===== src/design/mps_pkg.sv =====
// Package with the shared types and constants of the magnetometer poll sequencer.
`default_nettype none

package mps_pkg;

  // Field widths.
  localparam int unsigned TimeW  = 32;
  localparam int unsigned WaitW  = 16;
  localparam int unsigned GainW  = 9;
  localparam int unsigned AxisW  = 16;
  localparam int unsigned ByteW  = 8;
  localparam int unsigned ReqW   = 2;
  localparam int unsigned CfgIdxW = 2;
  localparam int unsigned CfgDataW = 16;

  // Reset values of the configuration registers.
  localparam logic [WaitW-1:0] WAIT_RESET = 16'd8000;
  localparam logic [GainW-1:0] GAIN_RESET = 9'd256;

  // Status bit masks.
  localparam logic [ByteW-1:0] ST1_READY    = 8'h01;
  localparam logic [ByteW-1:0] ST1_OVERRUN  = 8'h02;
  localparam logic [ByteW-1:0] ST2_OVERFLOW = 8'h08;

  // Configuration register indexes.
  typedef enum logic [CfgIdxW-1:0] {
    CFG_WAIT   = 2'd0,
    CFG_GAIN_X = 2'd1,
    CFG_GAIN_Y = 2'd2,
    CFG_GAIN_Z = 2'd3
  } cfg_idx_t;

  // Sequencer phases; the unused code acts as check status.
  typedef enum logic [1:0] {
    PH_CHECK = 2'd0,
    PH_WSTAT = 2'd1,
    PH_WDATA = 2'd2
  } phase_t;

  // Read request codes.
  typedef enum logic [ReqW-1:0] {
    REQ_NONE   = 2'd0,
    REQ_STATUS = 2'd1,
    REQ_DATA   = 2'd2
  } req_t;

  // What a poll does to the axis cache.
  typedef enum logic [1:0] {
    UPD_KEEP  = 2'd0,
    UPD_STORE = 2'd1,
    UPD_FAIL  = 2'd2
  } upd_t;

  // Decision of one poll, carried from the controller to the merge stage.
  typedef struct packed {
    logic valid;
    req_t req;
    upd_t upd;
  } step_t;

endpackage

`default_nettype wire


===== src/design/mps_if.sv =====
// Valid/ready channel interfaces for poll beats and result beats.
`default_nettype none

interface mps_in_if;
  import mps_pkg::*;
  logic              valid;
  logic              ready;
  logic [TimeW-1:0]  now_us;
  logic [ByteW-1:0]  status_one;
  logic [AxisW-1:0]  raw_x;
  logic [AxisW-1:0]  raw_y;
  logic [AxisW-1:0]  raw_z;
  logic [ByteW-1:0]  status_two;

  modport source (output valid, now_us, status_one, raw_x, raw_y, raw_z, status_two,
                  input ready);
  modport sink (input valid, now_us, status_one, raw_x, raw_y, raw_z, status_two,
                output ready);
endinterface

interface mps_out_if;
  import mps_pkg::*;
  logic                    valid;
  logic                    ready;
  logic [ReqW-1:0]         read_request;
  logic                    read_ok;
  logic signed [AxisW-1:0] mag_x;
  logic signed [AxisW-1:0] mag_y;
  logic signed [AxisW-1:0] mag_z;

  modport source (output valid, read_request, read_ok, mag_x, mag_y, mag_z, input ready);
  modport sink (input valid, read_request, read_ok, mag_x, mag_y, mag_z, output ready);
endinterface

`default_nettype wire


===== src/design/magnetometer_poll_sequencer_top.sv =====
// Top level of the magnetometer poll sequencer.
`default_nettype none

// Each poll beat yields exactly one result beat. A poll is accepted every clock cycle
// when the result side keeps up, and its result passes through these registers: the phase
// register and the start time update at acceptance, the three axis lanes register
// their scaled values alongside, and the merge stage folds them into the cache and
// the result register. The sustained rate of one poll per cycle is set by the phase
// and start-time loop, which closes in the acceptance cycle. Configuration writes
// take effect at the next edge and are meant to be made while no poll is in flight.
module magnetometer_poll_sequencer_top
  import mps_pkg::*;
#(
  parameter logic [WaitW-1:0] WaitReset = WAIT_RESET,
  parameter logic [GainW-1:0] GainReset = GAIN_RESET
) (
  input  wire logic                  clk,
  input  wire logic                  rst,
  input  wire logic                  cfg_wr_en,
  input  wire logic [CfgIdxW-1:0]    cfg_index,
  input  wire logic [CfgDataW-1:0]   cfg_data,
  mps_in_if.sink                     in_ch,
  mps_out_if.source                  out_ch
);

  logic [WaitW-1:0]        wait_us;
  logic [GainW-1:0]        gain_x;
  logic [GainW-1:0]        gain_y;
  logic [GainW-1:0]        gain_z;
  logic                    accept;
  logic                    out_adv;
  step_t                   step;
  logic signed [AxisW-1:0] lane_x;
  logic signed [AxisW-1:0] lane_y;
  logic signed [AxisW-1:0] lane_z;

  // Configuration registers.
  always_ff @(posedge clk) begin
    if (rst) begin
      wait_us <= WaitReset;
      gain_x  <= GainReset;
      gain_y  <= GainReset;
      gain_z  <= GainReset;
    end else if (cfg_wr_en) begin
      unique case (cfg_idx_t'(cfg_index))
        CFG_WAIT:   wait_us <= cfg_data[WaitW-1:0];
        CFG_GAIN_X: gain_x  <= cfg_data[GainW-1:0];
        CFG_GAIN_Y: gain_y  <= cfg_data[GainW-1:0];
        CFG_GAIN_Z: gain_z  <= cfg_data[GainW-1:0];
        default: begin
        end
      endcase
    end
  end

  // Phase controller.
  mps_ctrl u_ctrl (
    .clk        (clk),
    .rst        (rst),
    .in_valid   (in_ch.valid),
    .in_ready   (in_ch.ready),
    .now_us     (in_ch.now_us),
    .status_one (in_ch.status_one),
    .status_two (in_ch.status_two),
    .wait_us    (wait_us),
    .out_adv    (out_adv),
    .accept     (accept),
    .step       (step)
  );

  // Axis lanes; X and Z are negated.
  mps_lane #(.Negate(1'b1)) u_lane_x (
    .clk (clk), .en (accept), .raw (in_ch.raw_x), .gain (gain_x), .scaled (lane_x)
  );
  mps_lane #(.Negate(1'b0)) u_lane_y (
    .clk (clk), .en (accept), .raw (in_ch.raw_y), .gain (gain_y), .scaled (lane_y)
  );
  mps_lane #(.Negate(1'b1)) u_lane_z (
    .clk (clk), .en (accept), .raw (in_ch.raw_z), .gain (gain_z), .scaled (lane_z)
  );

  // Merge stage and result register.
  mps_merge u_merge (
    .clk     (clk),
    .rst     (rst),
    .step    (step),
    .lane_x  (lane_x),
    .lane_y  (lane_y),
    .lane_z  (lane_z),
    .out_adv (out_adv),
    .out_ch  (out_ch)
  );

endmodule

`default_nettype wire


===== src/design/mps_lane.sv =====
// One axis lane: multiply by gain, divide by 256 toward zero, saturate, optional negate.
`default_nettype none

module mps_lane
  import mps_pkg::*;
#(
  parameter bit Negate = 1'b0
) (
  input  wire logic                    clk,
  input  wire logic                    en,
  input  wire logic [AxisW-1:0]        raw,
  input  wire logic [GainW-1:0]        gain,
  output logic signed [AxisW-1:0]      scaled
);

  localparam int unsigned ProdW = AxisW + GainW + 1;
  localparam int unsigned QuotW = ProdW - 8;
  localparam logic signed [QuotW-1:0] QMax = QuotW'(32767);
  localparam logic signed [QuotW-1:0] QMin = -QuotW'(32768);

  logic signed [ProdW-1:0]  prod;
  logic signed [ProdW-1:0]  prod_adj;
  logic signed [QuotW-1:0]  quot;
  logic signed [AxisW-1:0]  sat;
  logic signed [AxisW-1:0]  result;

  // Signed product; bias negative values so the shift truncates toward zero.
  always_comb begin
    prod     = ProdW'($signed(raw)) * $signed({1'b0, gain});
    prod_adj = prod + (prod[ProdW-1] ? ProdW'(255) : ProdW'(0));
    quot     = prod_adj[ProdW-1:8];
  end

  // Saturate to the 16-bit range, then negate with the most negative value clamped.
  always_comb begin
    if (quot > QMax) begin
      sat = 16'sh7fff;
    end else if (quot < QMin) begin
      sat = 16'sh8000;
    end else begin
      sat = quot[AxisW-1:0];
    end
    if (!Negate) begin
      result = sat;
    end else if (sat == 16'sh8000) begin
      result = 16'sh7fff;
    end else begin
      result = -sat;
    end
  end

  // The lane result is registered with each accepted poll.
  always_ff @(posedge clk) begin
    if (en) begin
      scaled <= result;
    end
  end

endmodule

`default_nettype wire


===== src/design/mps_ctrl.sv =====
// Phase controller: read sequencing, wait timing and pipeline handshake.
`default_nettype none

module mps_ctrl
  import mps_pkg::*;
(
  input  wire logic              clk,
  input  wire logic              rst,
  input  wire logic              in_valid,
  output logic                   in_ready,
  input  wire logic [TimeW-1:0]  now_us,
  input  wire logic [ByteW-1:0]  status_one,
  input  wire logic [ByteW-1:0]  status_two,
  input  wire logic [WaitW-1:0]  wait_us,
  input  wire logic              out_adv,
  output logic                   accept,
  output step_t                  step
);

  phase_t            phase;
  phase_t            phase_next;
  logic [TimeW-1:0]  started;
  logic [TimeW-1:0]  started_next;
  step_t             step_next;
  logic [TimeW-1:0]  elapsed;
  logic              wait_done;

  // Elapsed time is signed; a negative value still counts as waiting.
  always_comb begin
    elapsed   = now_us - started;
    wait_done = !elapsed[TimeW-1] && (elapsed >= {{(TimeW-WaitW){1'b0}}, wait_us});
  end

  // Handshake outputs: a stage-one beat may move on while the next one enters.
  always_comb begin
    in_ready = !step.valid || out_adv;
    accept   = in_valid && in_ready;
  end

  // Next phase, request and cache action for an accepted poll.
  always_comb begin
    phase_next   = phase;
    started_next = started;
    step_next    = step;
    if (accept) begin
      step_next.valid = 1'b1;
      step_next.req   = REQ_NONE;
      step_next.upd   = UPD_KEEP;
      unique case (phase)
        PH_WSTAT: begin
          if (wait_done) begin
            if ((status_one & (ST1_READY | ST1_OVERRUN)) == '0) begin
              phase_next = PH_CHECK;
            end else begin
              step_next.req = REQ_DATA;
              started_next  = now_us;
              phase_next    = PH_WDATA;
            end
          end
        end
        PH_WDATA: begin
          if (wait_done) begin
            step_next.upd = ((status_two & ST2_OVERFLOW) != '0) ? UPD_FAIL : UPD_STORE;
            phase_next    = PH_CHECK;
          end
        end
        default: begin
          step_next.req = REQ_STATUS;
          started_next  = now_us;
          phase_next    = PH_WSTAT;
        end
      endcase
    end else if (out_adv) begin
      step_next.valid = 1'b0;
    end
  end

  // State registers.
  always_ff @(posedge clk) begin
    if (rst) begin
      phase      <= PH_CHECK;
      started    <= '0;
      step.valid <= 1'b0;
      step.req   <= REQ_NONE;
      step.upd   <= UPD_KEEP;
    end else begin
      phase   <= phase_next;
      started <= started_next;
      step    <= step_next;
    end
  end

  // A poll in check status always issues a status read.
  a_check_issues_status: assert property (@(posedge clk) disable iff (rst)
    accept && phase == PH_CHECK |=> step.req == REQ_STATUS && phase == PH_WSTAT)
    else $error("check status poll did not issue a status read");

  // The start time follows the poll that issued a read.
  a_start_time: assert property (@(posedge clk) disable iff (rst)
    accept && step_next.req != REQ_NONE |=> started == $past(now_us))
    else $error("read start time not recorded");

  // A stage-one beat that cannot move on is held.
  a_hold: assert property (@(posedge clk) disable iff (rst)
    step.valid && !out_adv |=> step.valid && $stable(step))
    else $error("stage-one beat lost under stall");

endmodule

`default_nettype wire


===== src/design/mps_merge.sv =====
// Merge stage: combines the lane results into the axis cache and the result register.
`default_nettype none

module mps_merge
  import mps_pkg::*;
(
  input  wire logic                    clk,
  input  wire logic                    rst,
  input  wire step_t                   step,
  input  wire logic signed [AxisW-1:0] lane_x,
  input  wire logic signed [AxisW-1:0] lane_y,
  input  wire logic signed [AxisW-1:0] lane_z,
  output logic                         out_adv,
  mps_out_if.source                    out_ch
);

  logic                    out_valid;
  req_t                    req;
  logic                    last_ok;
  logic signed [AxisW-1:0] cached_x;
  logic signed [AxisW-1:0] cached_y;
  logic signed [AxisW-1:0] cached_z;
  logic                    move;

  // The result register is free when empty or being taken.
  always_comb begin
    out_adv = !out_valid || out_ch.ready;
    move    = step.valid && out_adv;
  end

  // Cache and result register update.
  always_ff @(posedge clk) begin
    if (rst) begin
      out_valid <= 1'b0;
      req       <= REQ_NONE;
      last_ok   <= 1'b0;
      cached_x  <= '0;
      cached_y  <= '0;
      cached_z  <= '0;
    end else if (move) begin
      out_valid <= 1'b1;
      req       <= step.req;
      unique case (step.upd)
        UPD_STORE: begin
          cached_x <= lane_x;
          cached_y <= lane_y;
          cached_z <= lane_z;
          last_ok  <= 1'b1;
        end
        UPD_FAIL: begin
          last_ok <= 1'b0;
        end
        default: begin
        end
      endcase
    end else if (out_ch.ready) begin
      out_valid <= 1'b0;
    end
  end

  // Result beat.
  assign out_ch.valid        = out_valid;
  assign out_ch.read_request = req;
  assign out_ch.read_ok      = last_ok;
  assign out_ch.mag_x        = cached_x;
  assign out_ch.mag_y        = cached_y;
  assign out_ch.mag_z        = cached_z;

endmodule

`default_nettype wire


===== src/flat_wrapper.sv =====
// flat-port wrapper written by rule: the top's interface ports become plain ports
module magnetometer_poll_sequencer_top_flat import mps_pkg::*;
#(
  parameter logic [WaitW-1:0] WaitReset = WAIT_RESET,
  parameter logic [GainW-1:0] GainReset = GAIN_RESET
)
  (clk, rst, cfg_wr_en, cfg_index, cfg_data, in_ch_valid, in_ch_now_us, in_ch_status_one, in_ch_raw_x, in_ch_raw_y, in_ch_raw_z, in_ch_status_two, in_ch_ready, out_ch_valid, out_ch_read_request, out_ch_read_ok, out_ch_mag_x, out_ch_mag_y, out_ch_mag_z, out_ch_ready);
  mps_in_if in_ch_i ();
  mps_out_if out_ch_i ();
  input  wire logic clk;
  input  wire logic rst;
  input  wire logic cfg_wr_en;
  input  wire logic [CfgIdxW-1:0] cfg_index;
  input  wire logic [CfgDataW-1:0] cfg_data;
  input wire logic [$bits(in_ch_i.valid)-1:0] in_ch_valid;
  input wire logic [$bits(in_ch_i.now_us)-1:0] in_ch_now_us;
  input wire logic [$bits(in_ch_i.status_one)-1:0] in_ch_status_one;
  input wire logic [$bits(in_ch_i.raw_x)-1:0] in_ch_raw_x;
  input wire logic [$bits(in_ch_i.raw_y)-1:0] in_ch_raw_y;
  input wire logic [$bits(in_ch_i.raw_z)-1:0] in_ch_raw_z;
  input wire logic [$bits(in_ch_i.status_two)-1:0] in_ch_status_two;
  output wire logic [$bits(in_ch_i.ready)-1:0] in_ch_ready;
  output wire logic [$bits(out_ch_i.valid)-1:0] out_ch_valid;
  output wire logic [$bits(out_ch_i.read_request)-1:0] out_ch_read_request;
  output wire logic [$bits(out_ch_i.read_ok)-1:0] out_ch_read_ok;
  output wire logic [$bits(out_ch_i.mag_x)-1:0] out_ch_mag_x;
  output wire logic [$bits(out_ch_i.mag_y)-1:0] out_ch_mag_y;
  output wire logic [$bits(out_ch_i.mag_z)-1:0] out_ch_mag_z;
  input wire logic [$bits(out_ch_i.ready)-1:0] out_ch_ready;
  assign in_ch_i.valid = in_ch_valid;
  assign in_ch_i.now_us = in_ch_now_us;
  assign in_ch_i.status_one = in_ch_status_one;
  assign in_ch_i.raw_x = in_ch_raw_x;
  assign in_ch_i.raw_y = in_ch_raw_y;
  assign in_ch_i.raw_z = in_ch_raw_z;
  assign in_ch_i.status_two = in_ch_status_two;
  assign in_ch_ready = in_ch_i.ready;
  assign out_ch_valid = out_ch_i.valid;
  assign out_ch_read_request = out_ch_i.read_request;
  assign out_ch_read_ok = out_ch_i.read_ok;
  assign out_ch_mag_x = out_ch_i.mag_x;
  assign out_ch_mag_y = out_ch_i.mag_y;
  assign out_ch_mag_z = out_ch_i.mag_z;
  assign out_ch_i.ready = out_ch_ready;
  magnetometer_poll_sequencer_top #(.WaitReset(WaitReset), .GainReset(GainReset)) u_core (.clk(clk), .rst(rst), .cfg_wr_en(cfg_wr_en), .cfg_index(cfg_index), .cfg_data(cfg_data), .in_ch(in_ch_i), .out_ch(out_ch_i));
endmodule

===== config.mk =====
export PLATFORM = sky130hd
export DESIGN_NAME = magnetometer_poll_sequencer_top_flat
export DESIGN_NICKNAME = d
export VERILOG_FILES = /design/src/design/mps_pkg.sv /design/src/design/mps_if.sv /design/src/design/magnetometer_poll_sequencer_top.sv /design/src/design/mps_lane.sv /design/src/design/mps_ctrl.sv /design/src/design/mps_merge.sv /design/src/flat_wrapper.sv
export SDC_FILE = /design/constraint.sdc
export NUM_CORES = 2
export LEC_CHECK = 0
export CAP_MARGIN = 0
export CORE_MARGIN = 5
export CORE_UTILIZATION = 40
export CTS_CLUSTER_SIZE = 24
export DETAILED_ROUTE_END_ITERATION = 10
export DONT_BUFFER_PORTS = 1
export PLACE_DENSITY = 0.54
export SKIP_CTS_REPAIR_TIMING = 1
export SYNTH_ARGS = -nofsm -noshare
export SYNTH_HDL_FRONTEND = slang
export SYNTH_SLANG_ARGS = --single-unit

===== constraint.sdc =====
create_clock -name clk -period 13.6 [get_ports clk]
set_input_delay 1.36 -clock clk [delete_from_list [all_inputs] [get_ports clk]]
set_output_delay 1.36 -clock clk [all_outputs]
set_load 0.005 [all_outputs]

# [Yosys cells after proc, flatten, opt, wreduce, memory -nomap -nowiden]
# Cells that the tools add are included.
[op_classes] n_addsub=6 mul=3 n_div=0 n_lt_le_gt_ge=7 n_eq_ne=12 shifts=0 n_mux=25 bitwise=1 n_reduce_logical=21
[op_table] cell="two-way mux 16 bit" count=5
[op_table] cell="adder 26 x 9 -> 26 bit" count=3
[op_table] cell="multiplier 16 x 10 -> 26 bit" count=3
[op_table] cell="two-way mux 32 bit" count=2
[op_table] cell="one-hot mux 32 bit (2 select lines)" count=1
[op_table] cell="> comparator 18 x 16 -> 1 bit (second input constant)" count=3
[op_table] cell="less-than comparator 18 x 16 -> 1 bit (second input constant)" count=3
[op_table] cell="equality test 16 bit (second input constant)" count=2
[op_table] cell="greater-or-equal comparator 32 x 16 -> 1 bit" count=1
[op_table] cell="negator 16 bit" count=2
[op_table] cell="subtractor 32 bit" count=1
[op_table] cell="two-way mux 8 bit" count=3
[op_table] cell="two-way mux 2 bit" count=7
[op_table] cell="AND reduction 2 bit" count=6
[op_table] cell="equality test 2 bit (second input constant)" count=4
[op_table] cell="logical NOT 8 bit" count=1
[op_table] cell="one-hot mux 2 bit (2 select lines)" count=2
[op_table] cell="equality test 2 x 1 -> 1 bit (second input constant)" count=3
[op_table] cell="!= test 2 bit (second input constant)" count=3
[op_table] cell="nonzero test 2 bit" count=3
[op_table] cell="two-way mux 1 bit" count=4
[op_table] cell="AND reduction 4 bit" count=1
[op_table] cell="logical AND 1 bit" count=3
[op_table] cell="logical NOT 1 bit" count=3
[op_table] cell="5 further kinds" count=6
[word_totals] reg_bits=182 latchBits=0 ram_bits=0 rom_bits=0 output_inout_bits=53 elab_cells=93 mem_count=0

# [Longest topological paths before layout]
[logic_depth] word_depth=7 ltp_mapped=39 depth_no_buf=34

# [Hierarchy]
# Synthesis repeated with hierarchy kept, for this count alone.
[unflattened] hier_cells=3517 hier_area_um2=30375.4
[by_module_without_submodules] module="mps_lane (u_core.u_lane_x)" n_inst=1 cells_per_inst=904 area_per_inst_um2=7644.8 seq_area_each_um2=480.5
[by_module_without_submodules] module="mps_lane (u_core.u_lane_z)" n_inst=1 cells_per_inst=893 area_per_inst_um2=7473.4 seq_area_each_um2=480.5
[by_module_without_submodules] module="mps_lane (u_core.u_lane_y)" n_inst=1 cells_per_inst=774 area_per_inst_um2=6849.1 seq_area_each_um2=480.5
[by_module_without_submodules] module="mps_ctrl" n_inst=1 cells_per_inst=552 area_per_inst_um2=4294.1 seq_area_each_um2=780.7
[by_module_without_submodules] module="mps_merge" n_inst=1 cells_per_inst=232 area_per_inst_um2=2373.5 seq_area_each_um2=1041.0
[by_module_without_submodules] module="magnetometer_poll_sequencer_top" n_inst=1 cells_per_inst=162 area_per_inst_um2=1740.4 seq_area_each_um2=860.8

# [Worst setup path before layout]
# OpenSTA, ideal clock, no wires.
[synth_path] path_type="input -> register" start="in in_ch_raw_z[15]" end="reg u_core.u_lane_z.scaled[14], data pin" setup_ps=255 arrival_ps=9759 t_required_ps=13345 path_slack_ps=3586 path_stages=33 path_buffers=2 path_cell_list="clkbuf_1 nand2_1 fa_1 fa_1 inv_1 fa_1 fa_1 inv_1 fa_1 inv_1 ha_1 a21o_1 a21o_1 a21oi_1 o21ai_0 nor2_1 xor2_1 ha_1 o21ai_0 a21oi_1 a2111o_1 or4b_4 a31oi_1 nor4b_4 nand4b_2 a22o_1 clkbuf_1 a21oi_1 ha_1 o211ai_4 nand2b_4 or3b_1 and3_1"
[synth_via] elab_chain_cells=7
[synth_lines] item="start, declared" line="flat_wrapper.sv:20" source="input wire logic [$bits(in_ch_i.raw_z)-1:0] in_ch_raw_z;"
[synth_lines] item="multiplier 16 x 10 -> 26 bit (*)" line="mps_lane.sv:29" source="prod = ProdW'($signed(raw)) * $signed({1'b0, gain});"
[synth_lines] item="two-way mux 8 bit" line="mps_lane.sv:30" source="prod_adj = prod + (prod[ProdW-1] ? ProdW'(255) : ProdW'(0));"
[synth_lines] item="adder 26 x 9 -> 26 bit (*)" line="mps_lane.sv:30"
[synth_lines] item="less-than comparator 18 x 16 -> 1 bit" line="mps_lane.sv:38" source="end else if (quot < QMin) begin"
[synth_lines] item="two-way mux 16 bit" line="mps_lane.sv:38"
[synth_lines] item="two-way mux 16 bit (*)" line="mps_lane.sv:36" source="if (quot > QMax) begin"
[synth_lines] item="negator 16 bit / equality test 16 bit (equally long branches)" line="mps_lane.sv:48, mps_lane.sv:45"
[synth_lines] item="end signal, assigned" line="mps_lane.sv:55" source="scaled <= result;"
[synth_lines] item="end, declared" line="mps_lane.sv:13" source="output logic signed [AxisW-1:0] scaled"
# Mark *: on every way between the ends. The rest lies on a longest branch, timed or not.
# A chain may end at the register's enable or synchronous reset.

# [Worst setup path in the final report]
[layout_path] start="reg u_core.gain_x[2]" end="reg u_core.u_lane_x.scaled[12], data pin"
[layout_via] elab_chain_cells=7
[layout_lines] item="start, declared" line="magnetometer_poll_sequencer_top.sv:27" source="logic [GainW-1:0] gain_x;"
[layout_lines] item="start signal, assigned" line="magnetometer_poll_sequencer_top.sv:41" source="gain_x <= GainReset;"
[layout_lines] item="start signal, assigned" line="magnetometer_poll_sequencer_top.sv:47" source="CFG_GAIN_X: gain_x <= cfg_data[GainW-1:0];"
[layout_lines] item="multiplier 16 x 10 -> 26 bit (*)" line="mps_lane.sv:29"
[layout_lines] item="two-way mux 8 bit" line="mps_lane.sv:30"
[layout_lines] item="adder 26 x 9 -> 26 bit (*)" line="mps_lane.sv:30"
[layout_lines] item="less-than comparator 18 x 16 -> 1 bit" line="mps_lane.sv:38"
[layout_lines] item="two-way mux 16 bit" line="mps_lane.sv:38"
[layout_lines] item="two-way mux 16 bit (*)" line="mps_lane.sv:36"
[layout_lines] item="negator 16 bit / equality test 16 bit (equally long branches)" line="mps_lane.sv:48, mps_lane.sv:45"
[layout_lines] item="end signal, assigned" line="mps_lane.sv:55"
[layout_lines] item="end, declared" line="mps_lane.sv:13"
# Marked as above.

==> metrics <==
status=completed; layout cell share with drive strength beyond 1=between 2 and 3%; Placeable Area=0.0701 mm2; Worst Setup End Kind=flip-flop; PwrDens=97.7 mW/mm2; Hold Path Class=flip-flop to flip-flop; Place WS=2.49 ns; GRT overflow=0; nets@finish=4,011; Tcrit/Tclk final=78.9%; Non-Filler Instances=around 4,200; Leak Pwr=14.1 nW; largest net degree at the start of global routing=141; CTS Root Cell=clkbuf_16; routability congestion estimate=0.845; Die Wd=276 um; pins over their slew limit=0; total power=0.00290 W; sum of negative setup slack=0 ns; deepest clock path buffer count=2; Main synth FF type=dfxtp_1; FF-to-FF setup slack=~2.9 ns; Tmin final=10.72 ns; Final Setup Violations=0; Hold Crit Depth=2; Hold Vio Cnt, Final=0; initial antenna violation count=1; syn nets=4,109; RSZ-0062 raised after global routing=no; number of global-route vias before repair=22,600; Clk Latency, worst-skew pair=0.44 ns; die height=276 um; count leader, synth=inv_1; drt total wl=69,800 um; post-route antenna net violation count=0; CTS Buf Count=17; Max VDD drop=0.0650 mV; I/O pins=172; Worst Tran Pin Value=a little over 1 ns; WP data required=13.79 ns; CP Max Fanout=17; max incr delay on CP=0.85 ns; DRC viols=0; first-pass GRT wire length=118,000 um; critical path type=flip-flop to flip-flop; post-synthesis async set-or-reset flop share=0%; Mean Syn Cell Area=8.37 um2; Sink Count=182; Avg WL per Cell=16.4 um; Synth cell types=around 110; FILL cells=7,397; Final Skew=0.0122 ns; number of DRC markers in iteration 0=1,039; most frequent CP cell=fa_1; router iterations before antenna repair=6; top post-synthesis cells by count=544 x inv_1, 501 x nand2_1, 367 x fa_1; Fmax=0.0932 GHz; share of the synthesized area in the top cell type=between 20 and 30%; Synth area leader=fa_1; Crit path arrival time=10.91 ns; Netlist Area Pre-Place=0.0284 mm2; EDFF count, synth=48; Ys Warns=0; vias per cell=5.17; H-tree Lvls=4; Inst Count DP=4,213; Syn-to-layout area delta=4.73%; initial core utilization=40.4%; Ant. Diodes=0; FP Rows=97; worst rel slew slack=between 30% and 40%; clock transition at the registers of the reported paths=0.07 ns; register bit total from synthesis=about 180; via count=21,900; largest cells by area after synthesis=fa_1 26%, ha_1 10%, dfxtp_1 9.5%; Seq/Total Area, Yosys=14.5%; depth of the most critical reg-to-reg path=30; Buffers on Ports=0; Detailed Place HPWL=55,900 um; number of max-cap violations=0; Cells after Synth=3,390; worst hold slack=0.457 ns; CTS tree=yes; GRT Overall Usage=18.4%; setup ws final=2.88 ns; CP max stage cell=dfxtp_1; die area=0.0764 mm2; critical path startpoint category=flip-flop
[cell families after synthesis]
| logic type | after synthesis | synth area share (%) |
|---|---|---|
| AND/OR/NAND/NOR | 1192 | 21.1 |
| multiplexers | 50 | 1.79 |
| buffers and inverters | 672 | 8.94 |
| flip-flops | 182 | 14.5 |
| XOR/XNOR | 136 | 4.20 |
| AO/OA/AOI/OAI | 558 | 13.3 |
| adder cells (fa/ha/maj) | 600 | 36.2 |
[metal layers]
metal  track usage (%)  wire (um)  part of all wire [%]  vias to the layer above
met1              23.9      31400                    45                    10800
met3              4.01       3510                   5.0                       55
met5                 0          0                     0                        -
li1                  -          -                     -                    10800
met4              3.46       1160                   1.7                        0
met2              32.1      33700                    48                      291
[worst max-delay path, delay by kind of cell (launching register included)]
family                     cells  cell delay (ns)
AOI/OAI and AO/OA              9             2.80
adders and majority gates      8             3.83
buffers and inverters          4             0.53
DFF                            1             0.85
and+or+nand+nor                9             2.45
[sequential cells by signal, indices dropped and copies added (netlist names), 5 cells and up]
register	flops
u_core.u_lane_z.scaled	16
u_core.u_merge.out_ch.mag_y	16
u_core.u_merge.out_ch.mag_x	16
u_core.wait_us	16
u_core.gain_y	9
u_core.u_ctrl.step	5
u_core.u_lane_x.scaled	16
u_core.u_ctrl.started	32
u_core.u_merge.out_ch.mag_z	16
u_core.gain_z	9
u_core.gain_x	9
u_core.u_lane_y.scaled	16
[report_power, final]
group | switching [W] | total, W | internal (W) | leakage (nW)
combinational | 0.00102 | 0.00168 | 0.000668 | 12.2
clock | 0.000245 | 0.000491 | 0.000246 | 0.279
sequential | 0.0000440 | 0.000729 | 0.000685 | 1.56
total | 0.00130 | 0.00290 | 0.00160 | 14.1
[worst paths after layout]
path | startpoint | to
min reg2reg | u_core.wait_us[5]$_SDFFE_PP0P_ | u_core.wait_us[5]$_SDFFE_PP0P_
max | u_core.gain_x[2]$_SDFFE_PP0P_ | u_core.u_lane_x.scaled[12]$_SDFFCE_PN1P_
max reg2reg | u_core.gain_x[2]$_SDFFE_PP0P_ | u_core.u_lane_x.scaled[12]$_SDFFCE_PN1P_
min | u_core.wait_us[5]$_SDFFE_PP0P_ | u_core.wait_us[5]$_SDFFE_PP0P_
[layout make-up]
cell class              instances  area (um2)  area share (%)
multi-input cells            2536       21700            73.1
clock buffers                  19         443            1.49
clock inverters                13         118           0.396
inverters                     545        2050            6.88
repair buffers                 10        75.1           0.253
flip-flops and latches        182        4120            13.9
well taps                     940        1180            3.96
[metrics by stage]
step	util, %	cell area, um2
6_report	42.4	29700
5_1_grt	42.4	29700
4_1_cts	42.4	29700
3_5_place_dp	41.6	29200
3_3_place_gp	41.6	29200
2_1_floorplan	-	28400
[placed cells by master (no fill, tap or decap), drive strengths merged, types with 59 or more instances in the layout]
master,netlist,layout
nand2,501,501
nor2,117,117
and2,243,243
nor3,59,59
dfxtp,134,134
a21oi,184,184
fa,367,367
o21ai,96,96
nand2b,69,69
inv,544,551
xnor2,88,88
ha,233,233
Power figures use the tool's default switching activity.
